File: src/sv/hsvck_pkg.sv
// Shared types, widths and helper functions for the HSV chroma key pipeline.
// No dependencies; every other file in this folder refers to it by scoped names.
package hsvck_pkg;

	localparam int unsigned PixW     = 8;
	localparam int unsigned NumW     = 18;                 // dividend width
	localparam int unsigned DenW     = 9;                  // divisor, remainder, quotient width
	localparam int unsigned LowW     = NumW - DenW;        // dividend bits shifted in one per step
	localparam int unsigned DivSteps = LowW;               // one quotient bit per stage
	localparam int unsigned HpW      = 12;                 // hue numerator before scaling
	localparam int unsigned CfgIdxW  = 3;

	localparam logic [NumW-1:0] SatScale = NumW'(510);    // 2 * 255
	localparam logic [NumW-1:0] HueScale = NumW'(60);
	localparam logic [DenW-1:0] HueWrap  = DenW'(180);

	localparam logic [CfgIdxW-1:0] CFG_HUE_LOW  = 3'd0;
	localparam logic [CfgIdxW-1:0] CFG_SAT_LOW  = 3'd1;
	localparam logic [CfgIdxW-1:0] CFG_VAL_LOW  = 3'd2;
	localparam logic [CfgIdxW-1:0] CFG_HUE_HIGH = 3'd3;
	localparam logic [CfgIdxW-1:0] CFG_SAT_HIGH = 3'd4;
	localparam logic [CfgIdxW-1:0] CFG_VAL_HIGH = 3'd5;

	typedef struct packed {
		logic [PixW-1:0] blue;
		logic [PixW-1:0] green;
		logic [PixW-1:0] red;
	} pix_t;

	// Data that rides along the divider untouched
	typedef struct packed {
		pix_t            fg;
		pix_t            bg;
		logic [PixW-1:0] val;
		logic            sat_zero;
		logic            hue_zero;
	} side_t;

	typedef struct packed {
		logic [NumW-1:0] num;
		logic [DenW-1:0] den;
	} divop_t;

	typedef struct packed {
		side_t  side;
		divop_t sat;
		divop_t hue;
	} prep_t;

	typedef struct packed {
		logic [LowW-1:0] low;
		logic [DenW-1:0] den;
		logic [DenW-1:0] rem;
		logic [DenW-1:0] quo;
	} divst_t;

	typedef struct packed {
		side_t           side;
		logic [DenW-1:0] sat_quo;
		logic [DenW-1:0] hue_quo;
	} divres_t;

	// Quotient fits in DenW bits, so the upper dividend bits already sit below the divisor.
	function automatic divst_t div_init(input divop_t op);
		divst_t s;
		s.low = op.num[LowW-1:0];
		s.rem = op.num[NumW-1:LowW];
		s.den = op.den;
		s.quo = '0;
		return s;
	endfunction

	// One restoring step: bring down the next dividend bit, subtract if it fits.
	function automatic divst_t div_step(input divst_t s);
		divst_t        n;
		logic [DenW:0] t;
		logic          ge;
		t     = {s.rem, s.low[LowW-1]};
		ge    = (t >= {1'b0, s.den});
		n.low = {s.low[LowW-2:0], 1'b0};
		n.den = s.den;
		n.rem = ge ? DenW'(t - {1'b0, s.den}) : t[DenW-1:0];
		n.quo = {s.quo[DenW-2:0], ge};
		return n;
	endfunction

endpackage

File: src/sv/hsvck_if.sv
// Channel interfaces for the HSV chroma key: pixel input, pixel output, register writes.
// Depends on hsvck_pkg for field widths.
interface hsvck_in_if;
	logic                           valid;
	logic                           ready;
	logic [hsvck_pkg::PixW-1:0]     fg_blue;
	logic [hsvck_pkg::PixW-1:0]     fg_green;
	logic [hsvck_pkg::PixW-1:0]     fg_red;
	logic [hsvck_pkg::PixW-1:0]     bg_blue;
	logic [hsvck_pkg::PixW-1:0]     bg_green;
	logic [hsvck_pkg::PixW-1:0]     bg_red;

	modport source(output valid, fg_blue, fg_green, fg_red, bg_blue, bg_green, bg_red,
		input ready);
	modport sink(input valid, fg_blue, fg_green, fg_red, bg_blue, bg_green, bg_red,
		output ready);
endinterface

interface hsvck_out_if;
	logic                           valid;
	logic                           ready;
	logic [hsvck_pkg::PixW-1:0]     out_blue;
	logic [hsvck_pkg::PixW-1:0]     out_green;
	logic [hsvck_pkg::PixW-1:0]     out_red;
	logic                           keyed;

	modport source(output valid, out_blue, out_green, out_red, keyed, input ready);
	modport sink(input valid, out_blue, out_green, out_red, keyed, output ready);
endinterface

interface hsvck_cfg_if;
	logic                           valid;
	logic                           ready;
	logic [hsvck_pkg::CfgIdxW-1:0]  index;
	logic [hsvck_pkg::PixW-1:0]     data;

	modport source(output valid, index, data, input ready);
	modport sink(input valid, index, data, output ready);
endinterface

File: src/sv/hsvck_prep.sv
// Front end of the key pipeline: max/min, hue sector, numerators and divisors (3 stages).
// Depends on hsvck_pkg.
module hsvck_prep (
	input  logic                clk,
	input  logic                arst_n,
	input  logic                in_valid,
	output logic                in_ready,
	input  hsvck_pkg::pix_t     fg,
	input  hsvck_pkg::pix_t     bg,
	output logic                out_valid,
	input  logic                out_ready,
	output hsvck_pkg::prep_t    out_op
);

	localparam logic [1:0] SEL_RED   = 2'd0;
	localparam logic [1:0] SEL_GREEN = 2'd1;
	localparam logic [1:0] SEL_BLUE  = 2'd2;

	logic valid_s1, valid_s2, valid_s3;
	logic en_s1, en_s2, en_s3;

	hsvck_pkg::pix_t                fg_s1, bg_s1, fg_s2, bg_s2;
	logic [hsvck_pkg::PixW-1:0]     mx_s1, mn_s1, mx_s2, d_s2;
	logic [1:0]                     sel_s1;
	logic [hsvck_pkg::HpW-1:0]      hp_s2;
	hsvck_pkg::prep_t               op_s3;

	logic [hsvck_pkg::PixW-1:0]     mx_c, mn_c, d_c;
	logic [1:0]                     sel_c;
	logic [hsvck_pkg::HpW-1:0]      hp_c;
	hsvck_pkg::prep_t               op_c;

	assign en_s3    = !valid_s3 || out_ready;
	assign en_s2    = !valid_s2 || en_s3;
	assign en_s1    = !valid_s1 || en_s2;
	assign in_ready = en_s1;

	// Stage 1: extremes and the first maximal channel in red, green, blue order
	always_comb begin
		mx_c = fg.red;
		mn_c = fg.red;
		if (fg.green > mx_c) mx_c = fg.green;
		if (fg.blue > mx_c) mx_c = fg.blue;
		if (fg.green < mn_c) mn_c = fg.green;
		if (fg.blue < mn_c) mn_c = fg.blue;
		priority if (fg.red >= fg.green && fg.red >= fg.blue) begin
			sel_c = SEL_RED;
		end else if (fg.green >= fg.blue) begin
			sel_c = SEL_GREEN;
		end else begin
			sel_c = SEL_BLUE;
		end
	end

	// Stage 2: chroma and the hue numerator offset by six sectors to stay positive
	always_comb begin
		d_c = mx_s1 - mn_s1;
		unique case (sel_s1)
			SEL_RED: begin
				hp_c = hsvck_pkg::HpW'(fg_s1.green) + hsvck_pkg::HpW'(d_c) * 12'd6
					- hsvck_pkg::HpW'(fg_s1.blue);
			end
			SEL_GREEN: begin
				hp_c = hsvck_pkg::HpW'(fg_s1.blue) + hsvck_pkg::HpW'(d_c) * 12'd8
					- hsvck_pkg::HpW'(fg_s1.red);
			end
			SEL_BLUE: begin
				hp_c = hsvck_pkg::HpW'(fg_s1.red) + hsvck_pkg::HpW'(d_c) * 12'd10
					- hsvck_pkg::HpW'(fg_s1.green);
			end
			default: begin
				hp_c = '0;
			end
		endcase
	end

	// Stage 3: rounded-division operands
	always_comb begin
		op_c.side.fg       = fg_s2;
		op_c.side.bg       = bg_s2;
		op_c.side.val      = mx_s2;
		op_c.side.sat_zero = (mx_s2 == '0);
		op_c.side.hue_zero = (d_s2 == '0);
		op_c.sat.num = hsvck_pkg::NumW'(d_s2) * hsvck_pkg::SatScale
			+ hsvck_pkg::NumW'(mx_s2);
		op_c.sat.den = {mx_s2, 1'b0};
		op_c.hue.num = hsvck_pkg::NumW'(hp_s2) * hsvck_pkg::HueScale
			+ hsvck_pkg::NumW'(d_s2);
		op_c.hue.den = {d_s2, 1'b0};
	end

	always_ff @(posedge clk or negedge arst_n) begin
		if (!arst_n) begin
			valid_s1 <= 1'b0;
			valid_s2 <= 1'b0;
			valid_s3 <= 1'b0;
		end else begin
			if (en_s1) valid_s1 <= in_valid;
			if (en_s2) valid_s2 <= valid_s1;
			if (en_s3) valid_s3 <= valid_s2;
		end
	end

	always_ff @(posedge clk) begin
		if (en_s1 && in_valid) begin
			fg_s1  <= fg;
			bg_s1  <= bg;
			mx_s1  <= mx_c;
			mn_s1  <= mn_c;
			sel_s1 <= sel_c;
		end
		if (en_s2 && valid_s1) begin
			fg_s2 <= fg_s1;
			bg_s2 <= bg_s1;
			mx_s2 <= mx_s1;
			d_s2  <= d_c;
			hp_s2 <= hp_c;
		end
		if (en_s3 && valid_s2) begin
			op_s3 <= op_c;
		end
	end

	assign out_valid = valid_s3;
	assign out_op    = op_s3;

	// Offset hue numerator must land in [5d, 11d] for a nonzero chroma
	a_hp_range: assert property (@(posedge clk) disable iff (!arst_n)
		valid_s2 && d_s2 != '0 |->
			hp_s2 >= hsvck_pkg::HpW'(d_s2) * 12'd5 &&
			hp_s2 <= hsvck_pkg::HpW'(d_s2) * 12'd11)
		else $error("hue numerator outside its sector range");

endmodule

File: src/sv/hsvck_div.sv
// Pipelined restoring divider pair for saturation and hue, one quotient bit per stage.
// Depends on hsvck_pkg (types, div_init, div_step).
module hsvck_div (
	input  logic                clk,
	input  logic                arst_n,
	input  logic                in_valid,
	output logic                in_ready,
	input  hsvck_pkg::prep_t    in_op,
	output logic                out_valid,
	input  logic                out_ready,
	output hsvck_pkg::divres_t  out_res
);

	localparam int unsigned Last = hsvck_pkg::DivSteps - 1;

	logic                   valid_sk [hsvck_pkg::DivSteps];
	logic                   en_sk    [hsvck_pkg::DivSteps];
	hsvck_pkg::side_t       side_sk  [hsvck_pkg::DivSteps];
	hsvck_pkg::divst_t      sat_sk   [hsvck_pkg::DivSteps];
	hsvck_pkg::divst_t      hue_sk   [hsvck_pkg::DivSteps];

	// Advance a stage when it is empty or its successor advances
	always_comb begin
		en_sk[Last] = !valid_sk[Last] || out_ready;
		for (int k = Last - 1; k >= 0; k--) begin
			en_sk[k] = !valid_sk[k] || en_sk[k+1];
		end
	end

	assign in_ready = en_sk[0];

	for (genvar k = 0; k < hsvck_pkg::DivSteps; k++) begin : g_stage
		if (k == 0) begin : g_first
			always_ff @(posedge clk or negedge arst_n) begin
				if (!arst_n) begin
					valid_sk[k] <= 1'b0;
				end else if (en_sk[k]) begin
					valid_sk[k] <= in_valid;
				end
			end

			always_ff @(posedge clk) begin
				if (en_sk[k] && in_valid) begin
					side_sk[k] <= in_op.side;
					sat_sk[k]  <= hsvck_pkg::div_step(hsvck_pkg::div_init(in_op.sat));
					hue_sk[k]  <= hsvck_pkg::div_step(hsvck_pkg::div_init(in_op.hue));
				end
			end
		end else begin : g_next
			always_ff @(posedge clk or negedge arst_n) begin
				if (!arst_n) begin
					valid_sk[k] <= 1'b0;
				end else if (en_sk[k]) begin
					valid_sk[k] <= valid_sk[k-1];
				end
			end

			always_ff @(posedge clk) begin
				if (en_sk[k] && valid_sk[k-1]) begin
					side_sk[k] <= side_sk[k-1];
					sat_sk[k]  <= hsvck_pkg::div_step(sat_sk[k-1]);
					hue_sk[k]  <= hsvck_pkg::div_step(hue_sk[k-1]);
				end
			end
		end
	end

	assign out_valid       = valid_sk[Last];
	assign out_res.side    = side_sk[Last];
	assign out_res.sat_quo = sat_sk[Last].quo;
	assign out_res.hue_quo = hue_sk[Last].quo;

	a_rem_below_den: assert property (@(posedge clk) disable iff (!arst_n)
		valid_sk[0] && !side_sk[0].sat_zero |-> sat_sk[0].rem < sat_sk[0].den)
		else $error("saturation remainder not below divisor");

	a_sat_range: assert property (@(posedge clk) disable iff (!arst_n)
		valid_sk[Last] && !side_sk[Last].sat_zero |-> sat_sk[Last].quo <= 9'd255)
		else $error("saturation quotient above 255");

	a_hue_range: assert property (@(posedge clk) disable iff (!arst_n)
		valid_sk[Last] && !side_sk[Last].hue_zero |->
			hue_sk[Last].quo >= 9'd150 && hue_sk[Last].quo <= 9'd330)
		else $error("offset hue quotient outside its range");

endmodule

File: src/sv/hsv_chroma_key_pixel.sv
// HSV chroma key, one foreground/background pixel pair per transaction.
// Pipeline: 13 register stages (3 front-end, 9 divider, 1 compare/select); throughput one
// pixel per cycle while pixel_out.ready stays high. The nine-stage restoring dividers make
// up most of the pipeline.
// Reset clears all valid bits and the six key bounds to 0; the register port is always ready.
// Depends on hsvck_pkg, hsvck_if, hsvck_prep and hsvck_div.
module hsv_chroma_key_pixel (
	input  logic            clk,
	input  logic            arst_n,
	hsvck_in_if.sink        pixel_in,
	hsvck_out_if.source     pixel_out,
	hsvck_cfg_if.sink       cfg
);

	logic [hsvck_pkg::PixW-1:0] hue_low_q, sat_low_q, val_low_q;
	logic [hsvck_pkg::PixW-1:0] hue_high_q, sat_high_q, val_high_q;

	hsvck_pkg::pix_t    fg_in, bg_in;
	hsvck_pkg::prep_t   prep_op;
	hsvck_pkg::divres_t div_res;
	logic               prep_valid, prep_ready;
	logic               div_valid, div_ready;

	logic [hsvck_pkg::PixW-1:0] hue_c, sat_c;
	logic                       key_c;
	logic                       valid_s13, en_s13;
	hsvck_pkg::pix_t            pix_s13;
	logic                       keyed_s13;

	assign cfg.ready = 1'b1;

	// Out-of-range indexes are dropped
	always_ff @(posedge clk or negedge arst_n) begin
		if (!arst_n) begin
			hue_low_q  <= '0;
			sat_low_q  <= '0;
			val_low_q  <= '0;
			hue_high_q <= '0;
			sat_high_q <= '0;
			val_high_q <= '0;
		end else if (cfg.valid) begin
			unique case (cfg.index)
				hsvck_pkg::CFG_HUE_LOW:  hue_low_q  <= cfg.data;
				hsvck_pkg::CFG_SAT_LOW:  sat_low_q  <= cfg.data;
				hsvck_pkg::CFG_VAL_LOW:  val_low_q  <= cfg.data;
				hsvck_pkg::CFG_HUE_HIGH: hue_high_q <= cfg.data;
				hsvck_pkg::CFG_SAT_HIGH: sat_high_q <= cfg.data;
				hsvck_pkg::CFG_VAL_HIGH: val_high_q <= cfg.data;
				default: begin
				end
			endcase
		end
	end

	assign fg_in.blue  = pixel_in.fg_blue;
	assign fg_in.green = pixel_in.fg_green;
	assign fg_in.red   = pixel_in.fg_red;
	assign bg_in.blue  = pixel_in.bg_blue;
	assign bg_in.green = pixel_in.bg_green;
	assign bg_in.red   = pixel_in.bg_red;

	hsvck_prep u_prep (
		.clk       (clk),
		.arst_n    (arst_n),
		.in_valid  (pixel_in.valid),
		.in_ready  (pixel_in.ready),
		.fg        (fg_in),
		.bg        (bg_in),
		.out_valid (prep_valid),
		.out_ready (prep_ready),
		.out_op    (prep_op)
	);

	hsvck_div u_div (
		.clk       (clk),
		.arst_n    (arst_n),
		.in_valid  (prep_valid),
		.in_ready  (prep_ready),
		.in_op     (prep_op),
		.out_valid (div_valid),
		.out_ready (div_ready),
		.out_res   (div_res)
	);

	// Undo the six-sector offset: quotients of 180 and up wrap back down
	always_comb begin
		if (div_res.side.hue_zero) begin
			hue_c = '0;
		end else if (div_res.hue_quo >= hsvck_pkg::HueWrap) begin
			hue_c = hsvck_pkg::PixW'(div_res.hue_quo - hsvck_pkg::HueWrap);
		end else begin
			hue_c = div_res.hue_quo[hsvck_pkg::PixW-1:0];
		end
		sat_c = div_res.side.sat_zero ? '0 : div_res.sat_quo[hsvck_pkg::PixW-1:0];
		key_c = hue_c >= hue_low_q && hue_c <= hue_high_q &&
			sat_c >= sat_low_q && sat_c <= sat_high_q &&
			div_res.side.val >= val_low_q && div_res.side.val <= val_high_q;
	end

	assign en_s13    = !valid_s13 || pixel_out.ready;
	assign div_ready = en_s13;

	always_ff @(posedge clk or negedge arst_n) begin
		if (!arst_n) begin
			valid_s13 <= 1'b0;
		end else if (en_s13) begin
			valid_s13 <= div_valid;
		end
	end

	always_ff @(posedge clk) begin
		if (en_s13 && div_valid) begin
			pix_s13   <= key_c ? div_res.side.bg : div_res.side.fg;
			keyed_s13 <= key_c;
		end
	end

	assign pixel_out.valid     = valid_s13;
	assign pixel_out.out_blue  = pix_s13.blue;
	assign pixel_out.out_green = pix_s13.green;
	assign pixel_out.out_red   = pix_s13.red;
	assign pixel_out.keyed     = keyed_s13;

endmodule
File: src/flat_wrapper.sv
// flat-port wrapper written by rule: the top's interface ports become plain ports
module hsv_chroma_key_pixel_flat 
  (clk, arst_n, pixel_in_valid, pixel_in_fg_blue, pixel_in_fg_green, pixel_in_fg_red, pixel_in_bg_blue, pixel_in_bg_green, pixel_in_bg_red, pixel_in_ready, pixel_out_valid, pixel_out_out_blue, pixel_out_out_green, pixel_out_out_red, pixel_out_keyed, pixel_out_ready, cfg_valid, cfg_index, cfg_data, cfg_ready);
  hsvck_in_if pixel_in_i ();
  hsvck_out_if pixel_out_i ();
  hsvck_cfg_if cfg_i ();
  input  logic clk;
  input  logic arst_n;
  input wire logic [$bits(pixel_in_i.valid)-1:0] pixel_in_valid;
  input wire logic [$bits(pixel_in_i.fg_blue)-1:0] pixel_in_fg_blue;
  input wire logic [$bits(pixel_in_i.fg_green)-1:0] pixel_in_fg_green;
  input wire logic [$bits(pixel_in_i.fg_red)-1:0] pixel_in_fg_red;
  input wire logic [$bits(pixel_in_i.bg_blue)-1:0] pixel_in_bg_blue;
  input wire logic [$bits(pixel_in_i.bg_green)-1:0] pixel_in_bg_green;
  input wire logic [$bits(pixel_in_i.bg_red)-1:0] pixel_in_bg_red;
  output wire logic [$bits(pixel_in_i.ready)-1:0] pixel_in_ready;
  output wire logic [$bits(pixel_out_i.valid)-1:0] pixel_out_valid;
  output wire logic [$bits(pixel_out_i.out_blue)-1:0] pixel_out_out_blue;
  output wire logic [$bits(pixel_out_i.out_green)-1:0] pixel_out_out_green;
  output wire logic [$bits(pixel_out_i.out_red)-1:0] pixel_out_out_red;
  output wire logic [$bits(pixel_out_i.keyed)-1:0] pixel_out_keyed;
  input wire logic [$bits(pixel_out_i.ready)-1:0] pixel_out_ready;
  input wire logic [$bits(cfg_i.valid)-1:0] cfg_valid;
  input wire logic [$bits(cfg_i.index)-1:0] cfg_index;
  input wire logic [$bits(cfg_i.data)-1:0] cfg_data;
  output wire logic [$bits(cfg_i.ready)-1:0] cfg_ready;
  assign pixel_in_i.valid = pixel_in_valid;
  assign pixel_in_i.fg_blue = pixel_in_fg_blue;
  assign pixel_in_i.fg_green = pixel_in_fg_green;
  assign pixel_in_i.fg_red = pixel_in_fg_red;
  assign pixel_in_i.bg_blue = pixel_in_bg_blue;
  assign pixel_in_i.bg_green = pixel_in_bg_green;
  assign pixel_in_i.bg_red = pixel_in_bg_red;
  assign pixel_in_ready = pixel_in_i.ready;
  assign pixel_out_valid = pixel_out_i.valid;
  assign pixel_out_out_blue = pixel_out_i.out_blue;
  assign pixel_out_out_green = pixel_out_i.out_green;
  assign pixel_out_out_red = pixel_out_i.out_red;
  assign pixel_out_keyed = pixel_out_i.keyed;
  assign pixel_out_i.ready = pixel_out_ready;
  assign cfg_i.valid = cfg_valid;
  assign cfg_i.index = cfg_index;
  assign cfg_i.data = cfg_data;
  assign cfg_ready = cfg_i.ready;
  hsv_chroma_key_pixel u_core (.clk(clk), .arst_n(arst_n), .pixel_in(pixel_in_i), .pixel_out(pixel_out_i), .cfg(cfg_i));
endmodule
File: config.mk
export PLATFORM = sky130hd
export DESIGN_NAME = hsv_chroma_key_pixel_flat
export DESIGN_NICKNAME = d
export VERILOG_FILES = /design/src/sv/hsvck_pkg.sv /design/src/sv/hsvck_if.sv /design/src/sv/hsvck_prep.sv /design/src/sv/hsvck_div.sv /design/src/sv/hsv_chroma_key_pixel.sv /design/src/flat_wrapper.sv
export SDC_FILE = /design/constraint.sdc
export NUM_CORES = 2
export LEC_CHECK = 0
export BUFFER_PORTS_ARGS = -buffer_cell sky130_fd_sc_hd__buf_2
export CAP_MARGIN = 20
export CORE_MARGIN = 2
export CORE_UTILIZATION = 30
export DETAILED_ROUTE_END_ITERATION = 7
export PLACE_DENSITY = 0.46
export SETUP_SLACK_MARGIN = 0.1
export SYNTH_ARGS = -nofsm -noshare
export SYNTH_HDL_FRONTEND = slang
export SYNTH_SLANG_ARGS = --single-unit
File: constraint.sdc
create_clock -name clk -period 6.7 [get_ports clk]
set_input_delay 0.335 -clock clk [delete_from_list [all_inputs] [get_ports clk]]
set_output_delay 0.335 -clock clk [all_outputs]
set_load 0.01 [all_outputs]
# Word-level counts from Yosys, hierarchy flattened
# Memory sizes are Yosys's and may differ from the RTL's.
# Index checks and enable logic that the tools add are counted.
dict set report word_totals {
  ff_bits 330
  ramBits 1152
  input_bits 64
  out_inout_bits 28
  wordCells 228
  memories 3
}
# memory words word_bits read_ports rd_clocked_by_memory_dff wr line_no
set memory_table {}
lappend memory_table {u_core.u_div.side_sk 9 58 9 0 9 hsvck_div.sv:18} ;# hsvck_pkg::side_t side_sk [hsvck_pkg::DivSteps];
lappend memory_table {u_core.u_div.hue_sk 9 35 9 0 9 hsvck_div.sv:20} ;# hsvck_pkg::divst_t hue_sk [hsvck_pkg::DivSteps];
lappend memory_table {u_core.u_div.sat_sk 9 35 9 0 9 hsvck_div.sv:19} ;# hsvck_pkg::divst_t sat_sk [hsvck_pkg::DivSteps];
dict set report op_classes {
  n_addsub 28
  n_mul 4
  n_lt_le_gt_ge 32
  eq_ne 7
  n_mux 46
  n_reduce_logical 55
}
# operator n
set ops {}
lappend ops {{$ge 10x9->1} 18}
lappend ops {{$mux 9} 18}
lappend ops {{$sub 9x9->9} 18}
lappend ops {{$mux 8} 7}
lappend ops {{$ge 8x8->1} 6}
lappend ops {{$pmux 12 s3} 1}
lappend ops {{$sub 12x8->12} 3}
lappend ops {{$add 8x11->12} 2}
lappend ops {{$le 8x8->1} 3}
lappend ops {{$mux 24} 1}
lappend ops {{$logic_and 1x1->1} 19}
lappend ops {{$add 17x8->18} 1}
lappend ops {{$add 18x8->18} 1}
lappend ops {{$mux 1} 18}
lappend ops {{$gt 8x8->1} 2}
lappend ops {{$logic_not 8->1} 2}
lappend ops {{$lt 8x8->1} 2}
lappend ops {{$mul 12x4->16 const B} 1}
lappend ops {{$mul 8x8->16 const B} 1}
lappend ops {{$logic_not 1->1} 13}
lappend ops {{$logic_or 1x1->1} 13}
lappend ops {{$add 8x12->12} 1}
lappend ops {{$reduce_and 2->1} 6}
lappend ops {{$mul 8x3->11 const B} 1}
lappend ops {{12 further kinds} 14}

# Depth between registers and ports, before layout
dict set report logic_depth {
  ltp_word 15
  depth_mapped 23
}

# Cells and area by module
# A second synthesis with hierarchy kept.
dict set report unflattened {
  hier_cells 3727
  hier_area_um2 57801.7
}
# mod n_inst cells_per_inst area_per_inst_um2 seq_area_each_um2
set by_module_without_submodules {}
lappend by_module_without_submodules {hsvck_div 1 2142 38346.8 29413.2}
lappend by_module_without_submodules {hsvck_prep 1 1189 15099.5 7312.0}
lappend by_module_without_submodules {hsv_chroma_key_pixel 1 396 4355.4 1976.9}

# Worst setup path after synthesis
# Ideal clock, no wire load.
dict set report synth_timing {
  kind {register to register}
  start {reg u_core.valid_s13, in the netlist u_core.pixel_out.valid}
  end {mem u_core.u_div.hue_sk[0][35] (netlist bit), enable pin}
  t_arrival_ps 5304
  t_required_ps 6133
  setup_slack_ps 829
  stages_incl_launch_ff 7
  n_path_buf 0
  synth_period_minus_slack_ps 5871
  cell_sequence {dfrtp_1 nor2b_1 nand3_1 nor2_1 nand3_1 nor2_1 nor2b_1}
}
# element line_no
set synth_rtl {}
lappend synth_rtl {{from (decl)} hsv_chroma_key_pixel.sv:26} ;# logic valid_s13, en_s13;
lappend synth_rtl {{from (signal assigned)} hsv_chroma_key_pixel.sv:107} ;# valid_s13 <= div_valid;
lappend synth_rtl {{to (decl)} hsvck_div.sv:20}

==> metrics.cfg <==
[status]
status = finished clean

[synth]
ys_seq_elements = 1186
yosysWarnings = 0
dominantRegCellSynth = edfxtp_1
async_reset_ff_share_pct = 5.14
synth.cell_area_um2 = 52500
synthCells = 3463
synth_nets = 3986
synth_edf_count = 1125
yosysUniqueCellTypes = 72
syn_area_per_cell_um2 = 15.2
ys_seq_area_share_pct = 67.2

[hold_path]
hp-class = input pin to register

[final_layout]
layout_commonest_cell = edfxtp_1
area_growth_pct = 15.7
final_layout_size_suffix_gt1_share_pct = 10.5
layout.nets = 4266
layout_common_cells = 1125 x edfxtp_1, 378 x inv_1, 365 x ha_1

[clock_network]
cts_setup_buffers = 0
htreeDepth = 4
clockBufferDepth = 3
cts_tree = built
cts.sinks = 1186
cts_root_buffer = clkbuf_16
cts.clk_slew.worst_paths_ns = 0.06
cts_made_buffers = 134
clk_latency_ns = 0.77
cts_resized = 0

[drt]
dr.first_iter.drc_count = 1373
routedWlPerCell_um = 15.9
vias_per_cell = 4.29
drc_errors = 0
dr.pass1.iters = 4
wirelength_um = 98000
vias = 26500
ant_nets = 0

[global_route]
antenna_found_initial = 8
grt_pass1_wl_um = 157000
grt_max_degree = 99
grt_use_total_pct = 11.2
overflow = 0
grt_pass1_vias = 27900

[floorplan]
dieArea_um2 = 178000
rows = 153
num_io_pins = 92
core-area_um2 = 174000
die_w_um = 422
die_h_um = 422
start_util_pct = 30.2

[place]
port_buffers = 90
hpwlAfterDp_um = 69100
post-place-ws_ns = 1.27
gp_congestion = 0.794

[timing]
fin_crit_sh_pct = 81.1
fmax_mhz = 184
skew_ns = 0.0311
slew_headroom_pct = 32.1
tightestPinTransition_ns = 1.01
fin_setup_tns_ns = 0
rsz0062_at_grt = no
hold_viol_final = 0
fin_crit_ns = 5.43
finalWorstSetupSlack_ns = 1.27
drv_slew = 0
whs_ns = 0.131
setup_viol = 0

[setup_path]
path_cells = inv_1 -> fa_1 -> inv_1 -> ha_1 -> inv_1 -> fa_1 -> fa_1 -> inv_1 -> ha_1 -> o21a_1 -> a21oi_1 -> ha_1 -> nand2_1 -> o21ai_0 -> nand4_1 -> o211a_1 -> a21o_1 -> xnor2_1
worst_path_max_delay_cell = fa_1
crit_path_frequent_cell = inv_1
r2r_slack_ns = 1.27
crit_type = register to register
cp_max_fo = 7
required_ns = 7.21
cp-end-kind = register
cp_slowest_stage_delay_ns = 0.61
arrival_ns = 5.94
cp-start-kind = register

[flow_run]
cap_violations = 0

==> synth_stat cells, types with 61 or more instances <==
cell,instances,share of area (%)
nor2_1,133,0.95
dfrtp_1,61,2.9
o21ai_0,131,1.2
a21oi_1,195,1.9
ha_1,365,8.7
inv_1,378,2.7
edfxtp_1,1125,64
fa_1,94,3.6
nor2b_1,100,1.2
a21o_1,111,1.6
xor2_1,61,1.0
xnor2_1,115,1.9
nand2b_1,73,0.87
nand2_1,99,0.71
==> layer usage <==
| layer | global-route usage, % | share of wire, % | wire length [um] | vias to the layer above |
|---|---|---|---|---|
| li1 | - | - | - | 13200 |
| met2 | 18.3 | 47 | 46000 | 328 |
| met3 | 2.13 | 3.2 | 3120 | 155 |
| met5 | 0 | 0 | 0 | - |
| met4 | 3.83 | 2.6 | 2540 | 0 |
| met1 | 14.9 | 47 | 46300 | 12800 |
==> final cells by class <==
class / count / area [um^2]
fill: 16600 / 113000
sequential: 1186 / 35300
multi-input combinational: 1863 / 15700
clock buffer: 166 / 3490
tap: 2325 / 2910
inverter: 378 / 1420
timing repair buffer: 180 / 1290
clock inverter: 73 / 697
antenna: 1 / 2.50
==> worst max-delay path: cells and delay by family, from the launching register on <==
family                   cells  cell delay, ns
AO/OA/AOI/OAI                5            1.20
XOR/XNOR                     1            0.12
adder cells (fa/ha/maj)      6            2.58
buffers and inverters        4            0.35
flip-flops                   1            0.58
AND/OR/NAND/NOR              2            0.33
==> worst paths after layout <==
path / from / endpoint / depth (start not counted)
max in group asynchronous: arst_n / u_core.u_div.valid_sk[6] / 3
worst min-delay path: cfg_index[2] / u_core.sat_high_q[2] / 5
worst max-delay path: u_core.u_prep.d_s2[3] / u_core.u_prep.out_op[49] / 18
worst min register to register: u_core.u_div.side_sk[0][439] / u_core.u_div.side_sk[0][497] / 0
worst max register to register: u_core.u_prep.d_s2[3] / u_core.u_prep.out_op[49] / 18
min in group asynchronous: arst_n / u_core.val_high_q[1] / 3
==> per-stage QoR <==
stage / instances / util (%) / area [um^2]
3_5_place_dp: 5868 / 32.2 / 56000
2_1_floorplan: 3463 / - / 52500
4_1_cts: 6168 / 34.9 / 60800
5_1_grt: 6172 / 34.9 / 60800
3_3_place_gp: 5868 / 32.2 / 56000
6_report: 6172 / 34.9 / 60800
==> timing repair <==
item,CTS,global route
endpoints found under the hold margin,170,0
endpoints found under the setup margin,0,0
hold buffers,61,0
==> state kept, by name, summed over array words and instances (netlist names), 12 cells and up <==
register / flops
u_core.u_prep.out_op: 99
u_core.u_prep.bg_s1: 24
u_core.u_div.sat_sk: 136
u_core.u_div.side_sk: 522
u_core.u_div.hue_sk: 201
u_core.u_prep.bg_s2: 24
u_core.u_prep.fg_s1: 24
u_core.u_prep.hp_s2: 12
u_core.u_prep.fg_s2: 24
==> logic make-up after synthesis <==
logic type	Yosys count	share of synthesized area, %
flops	1186	67.2
compound gates	571	6.74
simple gates	551	5.47
fa+ha+maj	459	12.3
buf+inv	414	3.04
xor+xnor	176	2.93
mux	105	2.30
other cells	1	0.00714
Power is left out: the tool's default activity adds up to more than one toggle a clock period on the data nets, which glitch-free logic cannot reach.
